[src/hdl/throttle_current_band_slew_limiter_defines.svh]
// Assertion macros shared by the throttle slew limiter RTL.
// No dependencies; included by files that carry concurrent assertions.
`ifndef THROTTLE_CURRENT_BAND_SLEW_LIMITER_DEFINES_SVH
`define THROTTLE_CURRENT_BAND_SLEW_LIMITER_DEFINES_SVH
`ifndef ASSERT_OFF
`define ASSERT_IMPLY(lbl, clk, rst_n, ante, cons) \
    lbl: assert property (@(posedge clk) disable iff (!rst_n) (ante) |-> (cons)) \
        else $error("assertion failed");
`define ASSERT_NEVER(lbl, clk, rst_n, cond) \
    lbl: assert property (@(posedge clk) disable iff (!rst_n) !(cond)) \
        else $error("assertion failed");
`else
`define ASSERT_IMPLY(lbl, clk, rst_n, ante, cons)
`define ASSERT_NEVER(lbl, clk, rst_n, cond)
`endif
`endif

[src/hdl/tcbsl_pkg.sv]
// Package for the throttle slew limiter: widths, reset values, codes and types.
// No dependencies; imported by tcbsl_div and the top level.
`timescale 1ns / 1ps
`default_nettype none

package tcbsl_pkg;

    // fixed point
    localparam int Q_FRAC           = 14;
    localparam int Q_ONE            = 16384;
    localparam int STANDSTILL_SPEED = 688;
    localparam int ROLLING_SPEED    = 655;

    // field widths
    localparam int SAMPLE_W   = 12;
    localparam int COUNT_W    = 12;
    localparam int DELTA_W    = 13;
    localparam int CMD_W      = 16;
    localparam int PULSE_W    = 16;
    localparam int QREG_W     = 15;
    localparam int CFG_IDX_W  = 3;
    localparam int CFG_DATA_W = 15;

    localparam int COUNT_MODULUS     = 4096;
    localparam int PERIOD_COUNTS_DEF = 37500;

    // pulse width = round((3*Q_ONE - cmd) * period / (20*Q_ONE))
    localparam int PULSE_OFFSET = 3 * Q_ONE;
    localparam int PULSE_DEN    = 20 * Q_ONE;

    // shared divider: quotient below 2**DIV_Q_W by construction
    localparam int DIV_NUM_W = 33;
    localparam int DIV_DEN_W = 19;
    localparam int DIV_Q_W   = 15;

    // register reset values
    localparam logic [11:0] THROTTLE_LOW_RST       = 12'd700;
    localparam logic [11:0] THROTTLE_HIGH_RST      = 12'd2000;
    localparam logic [11:0] FULL_SPEED_DIV_RST     = 12'd836;
    localparam logic [14:0] BAND_FULL_RST          = 15'd2294;
    localparam logic [14:0] BAND_STOPPED_RST       = 15'd4424;
    localparam logic [14:0] BAND_STANDSTILL_RST    = 15'd6554;
    localparam logic [14:0] ROLLING_MIN_RST        = 15'd1638;
    localparam logic [14:0] SLEW_STEP_RST          = 15'd109;

    typedef enum logic [CFG_IDX_W-1:0] {
        CFG_THROTTLE_LOW       = 3'd0,
        CFG_THROTTLE_HIGH      = 3'd1,
        CFG_FULL_SPEED_DIVISOR = 3'd2,
        CFG_BAND_FULL          = 3'd3,
        CFG_BAND_STOPPED       = 3'd4,
        CFG_BAND_STANDSTILL    = 3'd5,
        CFG_ROLLING_MIN        = 3'd6,
        CFG_SLEW_STEP          = 3'd7
    } t_cfg_idx;

    typedef enum logic [3:0] {
        S_IDLE,
        S_DELTA,
        S_PEDAL_WAIT,
        S_SPEED,
        S_SPEED_WAIT,
        S_BAND_MUL,
        S_BAND,
        S_CLAMP,
        S_FLOOR,
        S_SLEW,
        S_PULSE_MUL,
        S_PULSE_DIV,
        S_DONE
    } t_state;

    typedef struct packed {
        logic                 start;
        logic [DIV_NUM_W-1:0] num;
        logic [DIV_DEN_W-1:0] den;
    } t_div_req;

    typedef struct packed {
        logic               done;
        logic [DIV_Q_W-1:0] quot;
    } t_div_rsp;

endpackage

`default_nettype wire

[src/hdl/tcbsl_div.sv]
// Shared restoring divider, one quotient bit per cycle.
// Depends on tcbsl_pkg and the assertion macro header.
`timescale 1ns / 1ps
`default_nettype none
`include "throttle_current_band_slew_limiter_defines.svh"

module tcbsl_div
    import tcbsl_pkg::*;
(
    input  wire logic     i_clk,
    input  wire logic     i_rst_n,
    input  wire t_div_req i_req,
    output t_div_rsp      o_rsp
);

    localparam int CNT_W = $clog2(DIV_Q_W + 1);

    logic                 r_busy;
    logic                 r_done;
    logic [CNT_W-1:0]     r_cnt;
    logic [DIV_DEN_W-1:0] r_rem;
    logic [DIV_DEN_W-1:0] r_den;
    logic [DIV_Q_W-1:0]   r_low;
    logic [DIV_Q_W-1:0]   r_quot;

    logic [DIV_DEN_W:0]   w_trial;
    logic [DIV_DEN_W:0]   w_diff;
    logic                 w_ge;

    // bring down the next numerator bit and try a subtract
    assign w_trial = {r_rem, r_low[DIV_Q_W-1]};
    assign w_diff  = w_trial - {1'b0, r_den};
    assign w_ge    = (w_trial >= {1'b0, r_den});

    always_ff @(posedge i_clk) begin
        if (!i_rst_n) begin
            r_busy <= 1'b0;
            r_done <= 1'b0;
            r_cnt  <= '0;
        end else if (i_req.start) begin
            r_busy <= 1'b1;
            r_done <= 1'b0;
            r_cnt  <= CNT_W'(DIV_Q_W);
        end else if (r_busy) begin
            r_cnt <= r_cnt - CNT_W'(1);
            if (r_cnt == CNT_W'(1)) begin
                r_busy <= 1'b0;
                r_done <= 1'b1;
            end
        end else begin
            r_done <= 1'b0;
        end
    end

    always_ff @(posedge i_clk) begin
        if (i_req.start) begin
            // the numerator is below den * 2**DIV_Q_W, so its top part is below den
            r_rem <= DIV_DEN_W'(i_req.num[DIV_NUM_W-1:DIV_Q_W]);
            r_low <= i_req.num[DIV_Q_W-1:0];
            r_den <= i_req.den;
        end else if (r_busy) begin
            r_rem  <= w_ge ? w_diff[DIV_DEN_W-1:0] : w_trial[DIV_DEN_W-1:0];
            r_low  <= {r_low[DIV_Q_W-2:0], 1'b0};
            r_quot <= {r_quot[DIV_Q_W-2:0], w_ge};
        end
    end

    assign o_rsp.done = r_done;
    assign o_rsp.quot = r_quot;

    `ASSERT_NEVER(a_no_restart, i_clk, i_rst_n, i_req.start && r_busy)
    `ASSERT_IMPLY(a_done_after_busy, i_clk, i_rst_n, r_done, !r_busy && $past(r_busy))
    `ASSERT_IMPLY(a_rem_below_den, i_clk, i_rst_n, r_busy, r_rem < r_den)

endmodule

`default_nettype wire

[src/hdl/throttle_current_band_slew_limiter.sv]
// Throttle limiter: each word carries a pedal ADC sample and an encoder count, and
// returns a servo compare value, the wrapped count delta and the slew-limited command.
// The pedal is scaled between throttle_low and throttle_high into Q1.14 and clamped
// to 0..1; the count delta over full_speed_divisor gives a speed clamped to -1..+1.
// The command is held in a band around the speed whose half-width falls linearly
// with |speed| (a fixed wide band below standstill), gets a floor while rolling
// forward, and moves at most slew_step per word. The first word after reset reports
// a delta of 0. A small sequencer drives one shared restoring divider (used for
// the pedal and the speed) and one multiplier; the pulse width divides by a
// constant through a shift and a reciprocal multiply. A word skips the pedal
// division when the pedal sample lies at or outside the throttle limits and the
// speed division when the speed saturates, and it waits before returning to idle
// while the previous result still waits in the output register.
// The input is not ready while a word is in progress; a finished result sits in
// the output register while the next word is accepted.
// Write configuration only while the block is idle.
// Depends on tcbsl_pkg, tcbsl_div and the assertion macro header.
`timescale 1ns / 1ps
`default_nettype none
`include "throttle_current_band_slew_limiter_defines.svh"

module throttle_current_band_slew_limiter
    import tcbsl_pkg::*;
#(
    parameter int unsigned PERIOD_COUNTS = PERIOD_COUNTS_DEF
) (
    input  wire logic                         i_clk,
    input  wire logic                         i_rst_n,
    // configuration
    input  wire logic                         i_cfg_we,
    input  wire logic [CFG_IDX_W-1:0]         i_cfg_index,
    input  wire logic [CFG_DATA_W-1:0]        i_cfg_data,
    // input words
    input  wire logic                         i_in_valid,
    output logic                              o_in_ready,
    input  wire logic [SAMPLE_W-1:0]          i_throttle_sample,
    input  wire logic [COUNT_W-1:0]           i_encoder_count,
    // result words
    output logic                              o_out_valid,
    input  wire logic                         i_out_ready,
    output logic [PULSE_W-1:0]                o_pulse_compare,
    output logic signed [DELTA_W-1:0]         o_count_delta,
    output logic signed [CMD_W-1:0]           o_drive_command
);

    // wide signed width for the band and slew compares
    localparam int CW = 19;
    localparam logic signed [CW-1:0] CMD_HI = CW'((1 << (CMD_W - 1)) - 1);
    localparam logic signed [CW-1:0] CMD_LO = -CMD_HI - CW'(1);
    localparam logic [PULSE_W-1:0]   PERIOD_V = PULSE_W'(PERIOD_COUNTS);
    localparam logic signed [PULSE_W:0] PERIOD_MAX = (PULSE_W + 1)'(PERIOD_COUNTS - 1);
    localparam logic signed [13:0]   HALF_MOD = 14'(COUNT_MODULUS / 2);
    localparam logic signed [13:0]   FULL_MOD = 14'(COUNT_MODULUS);

    // pulse denominator is 5 * 2**PULSE_DEN_SH; the divide by 5 uses
    // ceil(2**DIV5_SH / 5), exact for dividends below 2**DIV5_SH
    localparam int          PULSE_DEN_SH = Q_FRAC + 2;
    localparam int          DIV5_SH      = 18;
    localparam logic [15:0] DIV5_RECIP   = 16'd52429;

    // configuration registers
    logic [11:0] r_throttle_low;
    logic [11:0] r_throttle_high;
    logic [11:0] r_full_speed_div;
    logic [14:0] r_band_full;
    logic [14:0] r_band_stopped;
    logic [14:0] r_band_standstill;
    logic [14:0] r_rolling_min;
    logic [14:0] r_slew_step;

    // sequencer and state
    t_state r_state;
    t_state n_state;
    logic [COUNT_W-1:0]       r_last_count;
    logic                     r_primed;
    logic signed [CMD_W-1:0]  r_held;

    // working registers
    logic [SAMPLE_W-1:0]      r_sample;
    logic [COUNT_W-1:0]       r_count;
    logic signed [DELTA_W-1:0] r_delta;
    logic [QREG_W-1:0]        r_pedal;
    logic signed [15:0]       r_speed;
    logic [15:0]              r_band;
    logic signed [34:0]       r_prod;
    logic signed [CW-1:0]     r_cmd;
    logic [DIV_Q_W-1:0]       r_width;

    // output register
    logic                     r_out_valid;
    logic [PULSE_W-1:0]       r_pulse_compare;
    logic signed [DELTA_W-1:0] r_count_delta;
    logic signed [CMD_W-1:0]  r_drive_command;

    t_div_req w_div_req;
    t_div_rsp w_div_rsp;

    //------------------------------------------------------------------
    // Configuration writes
    //------------------------------------------------------------------
    always_ff @(posedge i_clk) begin
        if (!i_rst_n) begin
            r_throttle_low    <= THROTTLE_LOW_RST;
            r_throttle_high   <= THROTTLE_HIGH_RST;
            r_full_speed_div  <= FULL_SPEED_DIV_RST;
            r_band_full       <= BAND_FULL_RST;
            r_band_stopped    <= BAND_STOPPED_RST;
            r_band_standstill <= BAND_STANDSTILL_RST;
            r_rolling_min     <= ROLLING_MIN_RST;
            r_slew_step       <= SLEW_STEP_RST;
        end else if (i_cfg_we) begin
            case (t_cfg_idx'(i_cfg_index))
                CFG_THROTTLE_LOW:       r_throttle_low    <= i_cfg_data[11:0];
                CFG_THROTTLE_HIGH:      r_throttle_high   <= i_cfg_data[11:0];
                CFG_FULL_SPEED_DIVISOR: r_full_speed_div  <= i_cfg_data[11:0];
                CFG_BAND_FULL:          r_band_full       <= i_cfg_data;
                CFG_BAND_STOPPED:       r_band_stopped    <= i_cfg_data;
                CFG_BAND_STANDSTILL:    r_band_standstill <= i_cfg_data;
                CFG_ROLLING_MIN:        r_rolling_min     <= i_cfg_data;
                CFG_SLEW_STEP:          r_slew_step       <= i_cfg_data;
                default: ;
            endcase
        end
    end

    //------------------------------------------------------------------
    // Count delta with wrap correction; both +half and -half can appear
    //------------------------------------------------------------------
    logic signed [13:0] w_raw_delta;
    logic signed [13:0] w_wrap_delta;

    assign w_raw_delta = $signed({2'b00, r_count}) - $signed({2'b00, r_last_count});
    assign w_wrap_delta = (w_raw_delta < -HALF_MOD) ? w_raw_delta + FULL_MOD :
                          (w_raw_delta > HALF_MOD)  ? w_raw_delta - FULL_MOD :
                                                      w_raw_delta;

    //------------------------------------------------------------------
    // Pedal: divide only when the sample lies strictly between the limits;
    // otherwise the result is zero or full pedal outright.
    //------------------------------------------------------------------
    logic                 w_hi_gt_lo;
    logic [11:0]          w_span;
    logic [11:0]          w_pedal_off;
    logic                 w_pedal_div;
    logic [QREG_W-1:0]    w_pedal_fixed;
    logic [DIV_NUM_W-1:0] w_pedal_num;

    assign w_hi_gt_lo  = (r_throttle_high > r_throttle_low);
    assign w_span      = r_throttle_high - r_throttle_low;
    assign w_pedal_off = r_sample - r_throttle_low;
    assign w_pedal_div = w_hi_gt_lo && (r_sample > r_throttle_low)
                         && (r_sample < r_throttle_high);
    assign w_pedal_fixed = w_hi_gt_lo ?
                           ((r_sample >= r_throttle_high) ? QREG_W'(Q_ONE) : '0) :
                           ((r_sample >  r_throttle_low)  ? QREG_W'(Q_ONE) : '0);
    assign w_pedal_num = DIV_NUM_W'({w_pedal_off, {Q_FRAC{1'b0}}})
                         + DIV_NUM_W'(w_span >> 1);

    //------------------------------------------------------------------
    // Speed: sign-magnitude division, round half up for negative deltas via ceil
    //------------------------------------------------------------------
    logic [11:0]          w_div_d;
    logic                 w_delta_neg;
    logic signed [DELTA_W-1:0] w_delta_abs;
    logic [11:0]          w_delta_mag;
    logic                 w_speed_sat;
    logic [DIV_NUM_W-1:0] w_mag_shift;
    logic [DIV_NUM_W-1:0] w_speed_num;
    logic signed [15:0]   w_speed_sat_val;
    logic signed [15:0]   w_speed_q;

    assign w_div_d     = (r_full_speed_div == '0) ? 12'd1 : r_full_speed_div;
    assign w_delta_neg = r_delta[DELTA_W-1];
    assign w_delta_abs = w_delta_neg ? -r_delta : r_delta;
    assign w_delta_mag = w_delta_abs[11:0];
    assign w_speed_sat = (w_delta_mag >= w_div_d);
    assign w_mag_shift = DIV_NUM_W'({w_delta_mag, {Q_FRAC{1'b0}}});
    assign w_speed_num = w_delta_neg ?
                         w_mag_shift - DIV_NUM_W'(w_div_d >> 1) + DIV_NUM_W'(w_div_d)
                         - DIV_NUM_W'(1) :
                         w_mag_shift + DIV_NUM_W'(w_div_d >> 1);
    assign w_speed_sat_val = w_delta_neg ? -16'sd16384 : 16'sd16384;
    assign w_speed_q = w_delta_neg ? -$signed({1'b0, w_div_rsp.quot})
                                   :  $signed({1'b0, w_div_rsp.quot});

    //------------------------------------------------------------------
    // Shared multiplier: band slope product, then pulse width product
    //------------------------------------------------------------------
    logic [QREG_W-1:0]  w_abs_speed;
    logic signed [15:0] w_speed_abs16;
    logic signed [17:0] w_mul_a;
    logic signed [16:0] w_mul_b;
    logic signed [34:0] w_mul_p;

    assign w_speed_abs16 = (r_speed < 0) ? -r_speed : r_speed;
    assign w_abs_speed   = w_speed_abs16[QREG_W-1:0];

    always_comb begin
        w_mul_a = '0;
        w_mul_b = '0;
        case (r_state)
            S_BAND_MUL: begin
                w_mul_a = $signed({3'b000, w_abs_speed});
                w_mul_b = $signed({2'b00, r_band_full}) - $signed({2'b00, r_band_stopped});
            end
            S_PULSE_MUL: begin
                w_mul_a = $signed(18'(PULSE_OFFSET)) - $signed({{2{r_held[CMD_W-1]}}, r_held});
                w_mul_b = $signed({1'b0, PERIOD_V});
            end
            default: ;
        endcase
    end

    assign w_mul_p = w_mul_a * w_mul_b;

    //------------------------------------------------------------------
    // Band half-width
    //------------------------------------------------------------------
    logic signed [34:0] w_band_round;
    logic signed [34:0] w_band_shift;
    logic signed [21:0] w_band_sum;
    logic [15:0]        w_band_next;

    assign w_band_round = r_prod + 35'sd8192;
    assign w_band_shift = w_band_round >>> Q_FRAC;
    assign w_band_sum   = $signed({w_band_shift[20], w_band_shift[20:0]})
                          + $signed({7'b0, r_band_stopped});
    assign w_band_next  = (w_abs_speed < QREG_W'(STANDSTILL_SPEED)) ?
                          {1'b0, r_band_standstill} : w_band_sum[15:0];

    //------------------------------------------------------------------
    // Band clamp around speed, wider on the side away from travel
    //------------------------------------------------------------------
    logic signed [CW-1:0] w_s;
    logic signed [CW-1:0] w_b;
    logic signed [CW-1:0] w_b2;
    logic signed [CW-1:0] w_p;
    logic signed [CW-1:0] w_band_lo;
    logic signed [CW-1:0] w_band_hi;
    logic signed [CW-1:0] w_clamp1;
    logic signed [CW-1:0] w_clamp;

    assign w_s  = CW'(r_speed);
    assign w_b  = $signed({3'b000, r_band});
    assign w_b2 = $signed({2'b00, r_band, 1'b0});
    assign w_p  = $signed({4'b0000, r_pedal});
    assign w_band_lo = (r_speed > 0) ? w_s - w_b2 : w_s - w_b;
    assign w_band_hi = (r_speed > 0) ? w_s + w_b  : w_s + w_b2;
    assign w_clamp1  = (w_p < w_band_lo) ? w_band_lo : w_p;
    assign w_clamp   = (w_clamp1 > w_band_hi) ? w_band_hi : w_clamp1;

    //------------------------------------------------------------------
    // Rolling floor, then slew limit and saturation to the command width
    //------------------------------------------------------------------
    logic signed [CW-1:0]    w_rmin;
    logic signed [CW-1:0]    w_floor;
    logic signed [CW-1:0]    w_held;
    logic signed [CW-1:0]    w_step;
    logic signed [CW-1:0]    w_slew_lo;
    logic signed [CW-1:0]    w_slew_hi;
    logic signed [CW-1:0]    w_slew;
    logic signed [CW-1:0]    w_slew_sat;

    assign w_rmin  = $signed({4'b0000, r_rolling_min});
    assign w_floor = ((r_speed > $signed(16'(ROLLING_SPEED))) && (r_cmd < w_rmin)) ?
                     w_rmin : r_cmd;
    assign w_held    = CW'(r_held);
    assign w_step    = $signed({4'b0000, r_slew_step});
    assign w_slew_lo = w_held - w_step;
    assign w_slew_hi = w_held + w_step;
    assign w_slew    = (r_cmd < w_slew_lo) ? w_slew_lo :
                       (r_cmd > w_slew_hi) ? w_slew_hi : r_cmd;
    assign w_slew_sat = (w_slew < CMD_LO) ? CMD_LO :
                        (w_slew > CMD_HI) ? CMD_HI : w_slew;

    //------------------------------------------------------------------
    // Pulse compare: drop the power-of-two part of the denominator with a
    // shift, then divide by 5 with a reciprocal multiply
    //------------------------------------------------------------------
    logic [DIV_NUM_W-1:0]              w_pulse_num;
    logic [DIV_NUM_W-PULSE_DEN_SH-1:0] w_pulse_y;
    logic [DIV_NUM_W-1:0]              w_pulse_yq;
    logic [DIV_Q_W-1:0]                w_pulse_q;
    logic signed [PULSE_W:0] w_width_m1;
    logic [PULSE_W-1:0]     w_compare;

    assign w_pulse_num = r_prod[DIV_NUM_W-1:0] + DIV_NUM_W'(PULSE_DEN / 2);
    assign w_pulse_y   = w_pulse_num[DIV_NUM_W-1:PULSE_DEN_SH];
    assign w_pulse_yq  = w_pulse_y * DIV5_RECIP;
    assign w_pulse_q   = w_pulse_yq[DIV5_SH +: DIV_Q_W];
    assign w_width_m1  = $signed({{(PULSE_W + 1 - DIV_Q_W){1'b0}}, r_width})
                         - (PULSE_W + 1)'(1);
    assign w_compare   = (w_width_m1 < 0)          ? '0 :
                         (w_width_m1 > PERIOD_MAX) ? PERIOD_MAX[PULSE_W-1:0] :
                                                     w_width_m1[PULSE_W-1:0];

    //------------------------------------------------------------------
    // Sequencer
    //------------------------------------------------------------------
    logic w_out_load;

    assign w_out_load = !r_out_valid || i_out_ready;

    always_comb begin
        n_state   = r_state;
        w_div_req = '0;
        case (r_state)
            S_IDLE: begin
                if (i_in_valid) n_state = S_DELTA;
            end
            S_DELTA: begin
                if (w_pedal_div) begin
                    w_div_req.start = 1'b1;
                    w_div_req.num   = w_pedal_num;
                    w_div_req.den   = DIV_DEN_W'(w_span);
                    n_state = S_PEDAL_WAIT;
                end else begin
                    n_state = S_SPEED;
                end
            end
            S_PEDAL_WAIT: begin
                if (w_div_rsp.done) n_state = S_SPEED;
            end
            S_SPEED: begin
                if (!w_speed_sat) begin
                    w_div_req.start = 1'b1;
                    w_div_req.num   = w_speed_num;
                    w_div_req.den   = DIV_DEN_W'(w_div_d);
                    n_state = S_SPEED_WAIT;
                end else begin
                    n_state = S_BAND_MUL;
                end
            end
            S_SPEED_WAIT: begin
                if (w_div_rsp.done) n_state = S_BAND_MUL;
            end
            S_BAND_MUL:  n_state = S_BAND;
            S_BAND:      n_state = S_CLAMP;
            S_CLAMP:     n_state = S_FLOOR;
            S_FLOOR:     n_state = S_SLEW;
            S_SLEW:      n_state = S_PULSE_MUL;
            S_PULSE_MUL: n_state = S_PULSE_DIV;
            S_PULSE_DIV: n_state = S_DONE;
            S_DONE: begin
                // hold here until the output register frees up
                if (w_out_load) n_state = S_IDLE;
            end
            default: n_state = S_IDLE;
        endcase
    end

    // control and carried state
    always_ff @(posedge i_clk) begin
        if (!i_rst_n) begin
            r_state      <= S_IDLE;
            r_last_count <= '0;
            r_primed     <= 1'b0;
            r_held       <= '0;
            r_out_valid  <= 1'b0;
        end else begin
            r_state <= n_state;
            if (r_state == S_DELTA) begin
                r_last_count <= r_count;
                r_primed     <= 1'b1;
            end
            if (r_state == S_SLEW) begin
                r_held <= w_slew_sat[CMD_W-1:0];
            end
            if ((r_state == S_DONE) && w_out_load) begin
                r_out_valid <= 1'b1;
            end else if (i_out_ready) begin
                r_out_valid <= 1'b0;
            end
        end
    end

    // datapath registers
    always_ff @(posedge i_clk) begin
        case (r_state)
            S_IDLE: begin
                if (i_in_valid) begin
                    r_sample <= i_throttle_sample;
                    r_count  <= i_encoder_count;
                end
            end
            S_DELTA: begin
                // first word after reset reports no motion
                r_delta <= r_primed ? w_wrap_delta[DELTA_W-1:0] : '0;
                r_pedal <= w_pedal_fixed;
            end
            S_PEDAL_WAIT: begin
                if (w_div_rsp.done) r_pedal <= w_div_rsp.quot;
            end
            S_SPEED: begin
                if (w_speed_sat) r_speed <= w_speed_sat_val;
            end
            S_SPEED_WAIT: begin
                if (w_div_rsp.done) r_speed <= w_speed_q;
            end
            S_BAND_MUL:  r_prod  <= w_mul_p;
            S_BAND:      r_band  <= w_band_next;
            S_CLAMP:     r_cmd   <= w_clamp;
            S_FLOOR:     r_cmd   <= w_floor;
            S_PULSE_MUL: r_prod  <= w_mul_p;
            S_PULSE_DIV: r_width <= w_pulse_q;
            S_DONE: begin
                if (w_out_load) begin
                    r_pulse_compare <= w_compare;
                    r_count_delta   <= r_delta;
                    r_drive_command <= r_held;
                end
            end
            default: ;
        endcase
    end

    tcbsl_div u_div (
        .i_clk   (i_clk),
        .i_rst_n (i_rst_n),
        .i_req   (w_div_req),
        .o_rsp   (w_div_rsp)
    );

    assign o_in_ready      = (r_state == S_IDLE);
    assign o_out_valid     = r_out_valid;
    assign o_pulse_compare = r_pulse_compare;
    assign o_count_delta   = r_count_delta;
    assign o_drive_command = r_drive_command;

    logic w_div_wait;
    logic w_band_step;
    logic w_speed_in_range;

    assign w_div_wait       = (r_state == S_PEDAL_WAIT) || (r_state == S_SPEED_WAIT);
    assign w_band_step      = (r_state == S_BAND_MUL);
    assign w_speed_in_range = (r_speed >= -16'sd16384) && (r_speed <= 16'sd16384);

    `ASSERT_IMPLY(a_div_done_in_wait, i_clk, i_rst_n, w_div_rsp.done, w_div_wait)
    `ASSERT_IMPLY(a_speed_range, i_clk, i_rst_n, w_band_step, w_speed_in_range)
    `ASSERT_IMPLY(a_pedal_range, i_clk, i_rst_n, w_band_step, r_pedal <= QREG_W'(Q_ONE))

endmodule

`default_nettype wire
[config.mk]
export PLATFORM = sky130hd
export DESIGN_NAME = throttle_current_band_slew_limiter
export DESIGN_NICKNAME = d
export VERILOG_FILES = /design/src/hdl/tcbsl_pkg.sv /design/src/hdl/tcbsl_div.sv /design/src/hdl/throttle_current_band_slew_limiter.sv
export VERILOG_INCLUDE_DIRS = /design/src /design/src/hdl
export SDC_FILE = /design/constraint.sdc
export NUM_CORES = 2
export LEC_CHECK = 0
export ABC_AREA = 1
export BUFFER_PORTS_ARGS = -buffer_cell sky130_fd_sc_hd__buf_2
export CAP_MARGIN = 10
export CORE_ASPECT_RATIO = 0.8
export CORE_UTILIZATION = 35
export DETAILED_ROUTE_END_ITERATION = 8
export SYNTH_ARGS = -nofsm -noshare
export SYNTH_HDL_FRONTEND = slang
export SYNTH_SLANG_ARGS = --single-unit
[constraint.sdc]
create_clock -name i_clk -period 10.5 [get_ports i_clk]
set_input_delay 2.1 -clock i_clk [delete_from_list [all_inputs] [get_ports i_clk]]
set_output_delay 2.1 -clock i_clk [all_outputs]
set_load 0.02 [all_outputs]
==> summary.md <==
| Metric | Value |
|---|---|
| FFs w/ async S/R, synth | 0% |
| Critical Path RT | 10,890 ps |
| Status | finished, final reports clean |
| Clock root buffer master | clkbuf_16 |
| # DRC | 0 |
| Final hold violations | 0 |
| Multi-input gate area | 30,400 um^2 |
| Max Cap Viol | 0 |
| Unrepaired setup endpoints after global routing | false |
| H-tree depth | 2 |
| Crit path buf inv count | 6 |
| Crit path DAT | 8610 ps |
| Comb pwr share | 43.4% |
| Distinct cell type count after synthesis | 73 |
| Crit-path max FO | 20 |
| Antenna-violating nets left | 0 |
| Placed cells | 7,581 |
| Slew HR | 14.1% |
| CP Launch Type | register |
| Worst VDD drop | 120 uV |
| Lkg Pwr | 24.2 nW |
| Critical path endpoint category | register |
| Setup TNS Final | 0 ps |
| Initial antenna violation count | 7 |
| Chip width | 404 um |
| Post-Route Skew | 26.0 ps |
| GRT Residual Overflow | 0 |
| Clock buffer depth | 3 |
| Slew at the pin closest to its max-slew limit | 1280 ps |
| GP Congestion | 0.991 |
| Peak Freq | 0.122 GHz |
| Vias in the first global route | 37,600 |
| Most common cell after layout, fill and taps aside | nand2_1 |
| Worst-path clk slew | 60 ps |
| P_sw | 2.74 mW |
| Vias | 39,200 |
| P_int | 3.91 mW |
| Reg area | 10,300 um^2 |
| Pre-antenna DRT Iters | 5 |
| Largest stage delay on the critical path | 700 ps |
| Hpwl dp | 120,000 um |
| Total power per unit cell area | 135 nW/um^2 |
| WL per Instance | 18.9 um |
| Initial core utilization | 35.5% |
| Die area | 131,000 um^2 |
| CP max-delay cell | inv_1 |
| GRT Total Usage | 22.1% |
| Mapped Cells | 5,860 |
| Worst-skew pair later-pin latency | 650 ps |
| Max Slew Vio Count | 0 |
| Tcrit/Tclk final | 78.3% |
| Seq pwr share | 30.0% |
| Post-Syn Area | 45,300 um^2 |
| Sequential area share after synthesis | 22.8% |
| Number of synthesized flops with an enable pin | 243 |
| Fill count | 13,300 |
| Die height | 324 um |
| Post-Route Utilization | 38.5% |
| Clk pwr share | 26.7% |
| Share of layout cells above drive strength 1 | 6.02% |
| Vias per cell | 5.11 |
| 1st-iter DRT viols | 3,486 |
| Final total power | 6.65 mW |
| Row cnt | 117 |
| I/O Buffers | 93 |
| WHS | 459 ps |
| Post-route minimum period | 8220 ps |
| Area Growth Syn to Fin | 8.66% |
| Largest net degree at the start of global routing | 77 |
| Cts bufs inserted | 49 |
| CTS tree | yes |
| Clock sink total | 395 |
| Synth Flop Type | edfxtp_1 |
| CP top delay family | adder cells |
| Post CTS Setup Buffer Count | 0 |
| Hold Crit Class | reg -> reg |
| Core area | 128,000 um^2 |
| Setup CP Type | reg -> reg |
| Seq cells post-synth | 395 |
| # setup viols final | 0 |
| Post-cts hold buffer count | 0 |
| Critical path's most frequent cell | fa_1 |
| Final wirelength | 145,000 um |
| Global-route wire length before repair | 223,000 um |
| Most frequent cells in the layout | nand2_1, inv_1, ha_1, nor2_1, a21oi_1 |
| Synth Area per Inst | 7.73 um^2 |
| Non-Filler Instances | 7,673 |
| Yosys warns | 0 |
| Diodes inserted | 0 |
| Top Ports | 94 |
| Final nets | 6,853 |
| Resized Gates After CTS | 0 |
| Sw Ratio | 41.2% |
[layout make-up]
class                      count  area share [%]
multi-input combinational   4271            61.7
inverter                    1064            8.12
clock buffer                  64            2.71
clock inverter                28           0.651
tap                         1725            4.38
sequential                   395            21.0
timing repair buffer         126            1.45
[state kept, by name (all words and copies together) (netlist names), 16 cells and up]
| signal | flops |
|---|---|
| o_drive_command | 16 |
| o_pulse_compare | 16 |
| r_band | 16 |
| r_cmd | 19 |
| r_held | 16 |
| r_prod | 20 |
| r_speed | 16 |
| u_div.r_rem | 19 |
[worst register-to-register path, cell delays in order (launching register included)]
cell	delay, ps
dfxtp_1	450
inv_2	80
nor2_2	150
nand2_2	290
inv_1	700
o21ai_0	200
a21o_1	240
nand2_1	490
inv_1	380
nor2_1	240
fa_1	470
fa_1	540
fa_1	520
fa_1	520
fa_1	540
inv_1	50
fa_1	520
inv_1	40
ha_1	360
nand2_1	110
inv_1	80
nand3_1	130
nor3_1	240
a21oi_1	100
nand2_1	160
nand2_1	100
o21ai_1	160
xor2_1	100
[per-stage QoR]
step	setup WS (ps)	cell area, um^2
after floorplan	3650	45400
after global placement	2280	47600
after detailed placement	2250	47600
after CTS	2230	49200
after global routing	1600	49200
final	2280	49200
[layer usage]
metal | global-route usage, % | wire length (um)
met5 | 0 | 22
met4 | 5.19 | 3260
met3 | 3.95 | 12200
met2 | 32.2 | 58900
met1 | 33.2 | 70900
[synth_stat cells, types with 8 or more instances]
library cell | n | area share [%]
o211ai_1 | 63 | 1.0
a21o_1 | 32 | 0.53
nor2_1 | 498 | 4.1
a21oi_1 | 438 | 4.8
xnor2_1 | 51 | 0.99
ha_1 | 575 | 16
clkbuf_1 | 93 | 0.77
nor3_1 | 85 | 0.94
nand4_1 | 54 | 0.75
fa_1 | 324 | 14
o21bai_1 | 20 | 0.33
nand3b_1 | 10 | 0.17
a31oi_1 | 23 | 0.32
xor2_1 | 147 | 2.8
o31ai_1 | 11 | 0.18
nor2_2 | 9 | 0.12
buf_2 | 32 | 0.35
o221ai_1 | 9 | 0.17
buf_6 | 8 | 0.20
nor4_1 | 13 | 0.18
or2_2 | 28 | 0.39
nand3_2 | 10 | 0.22
o21a_1 | 17 | 0.28
nand2_1 | 1097 | 9.1
edfxtp_1 | 243 | 16
o21ai_1 | 19 | 0.21
dfxtp_1 | 152 | 6.7
inv_2 | 16 | 0.13
nand2_2 | 40 | 0.55
nand3_1 | 236 | 2.6
inv_1 | 1041 | 8.6
a21oi_2 | 11 | 0.21
o21ai_0 | 354 | 3.9
[path summary, 6_finish.rpt]
path | start | to | slack (ps) | cells after the start
max | r_state[2] | r_prod[30] | 2280 | 27
min | r_last_count[9] | r_last_count[9] | 460 | 2
max reg2reg | r_state[2] | r_prod[30] | 2280 | 27
min reg2reg | r_last_count[9] | r_last_count[9] | 460 | 2
[power groups by stage]
stage	sequential, mW	clock, mW	combinational, mW
finish	1.99	1.77	2.88
CTS	1.99	1.82	2.86
floorplan	1.97	0	2.13
detailed placement	2.02	0	2.84
global route	2.00	1.88	3.28
global placement	2.02	0	2.83
[cells by family (layout without fill, tap and decap cells)]
group / Yosys count / in the layout / share of synthesized area, %
simple gates: 2112 / 2112 / 19.8
fa+ha+maj: 899 / 899 / 30.2
other cells: 2 / 17 / 0.0166
xor+xnor: 199 / 199 / 3.86
compound gates: 1044 / 1044 / 13.0
buf+inv: 1209 / 1282 / 10.3
flops: 395 / 395 / 22.8
Power figures use the tool's default switching activity.
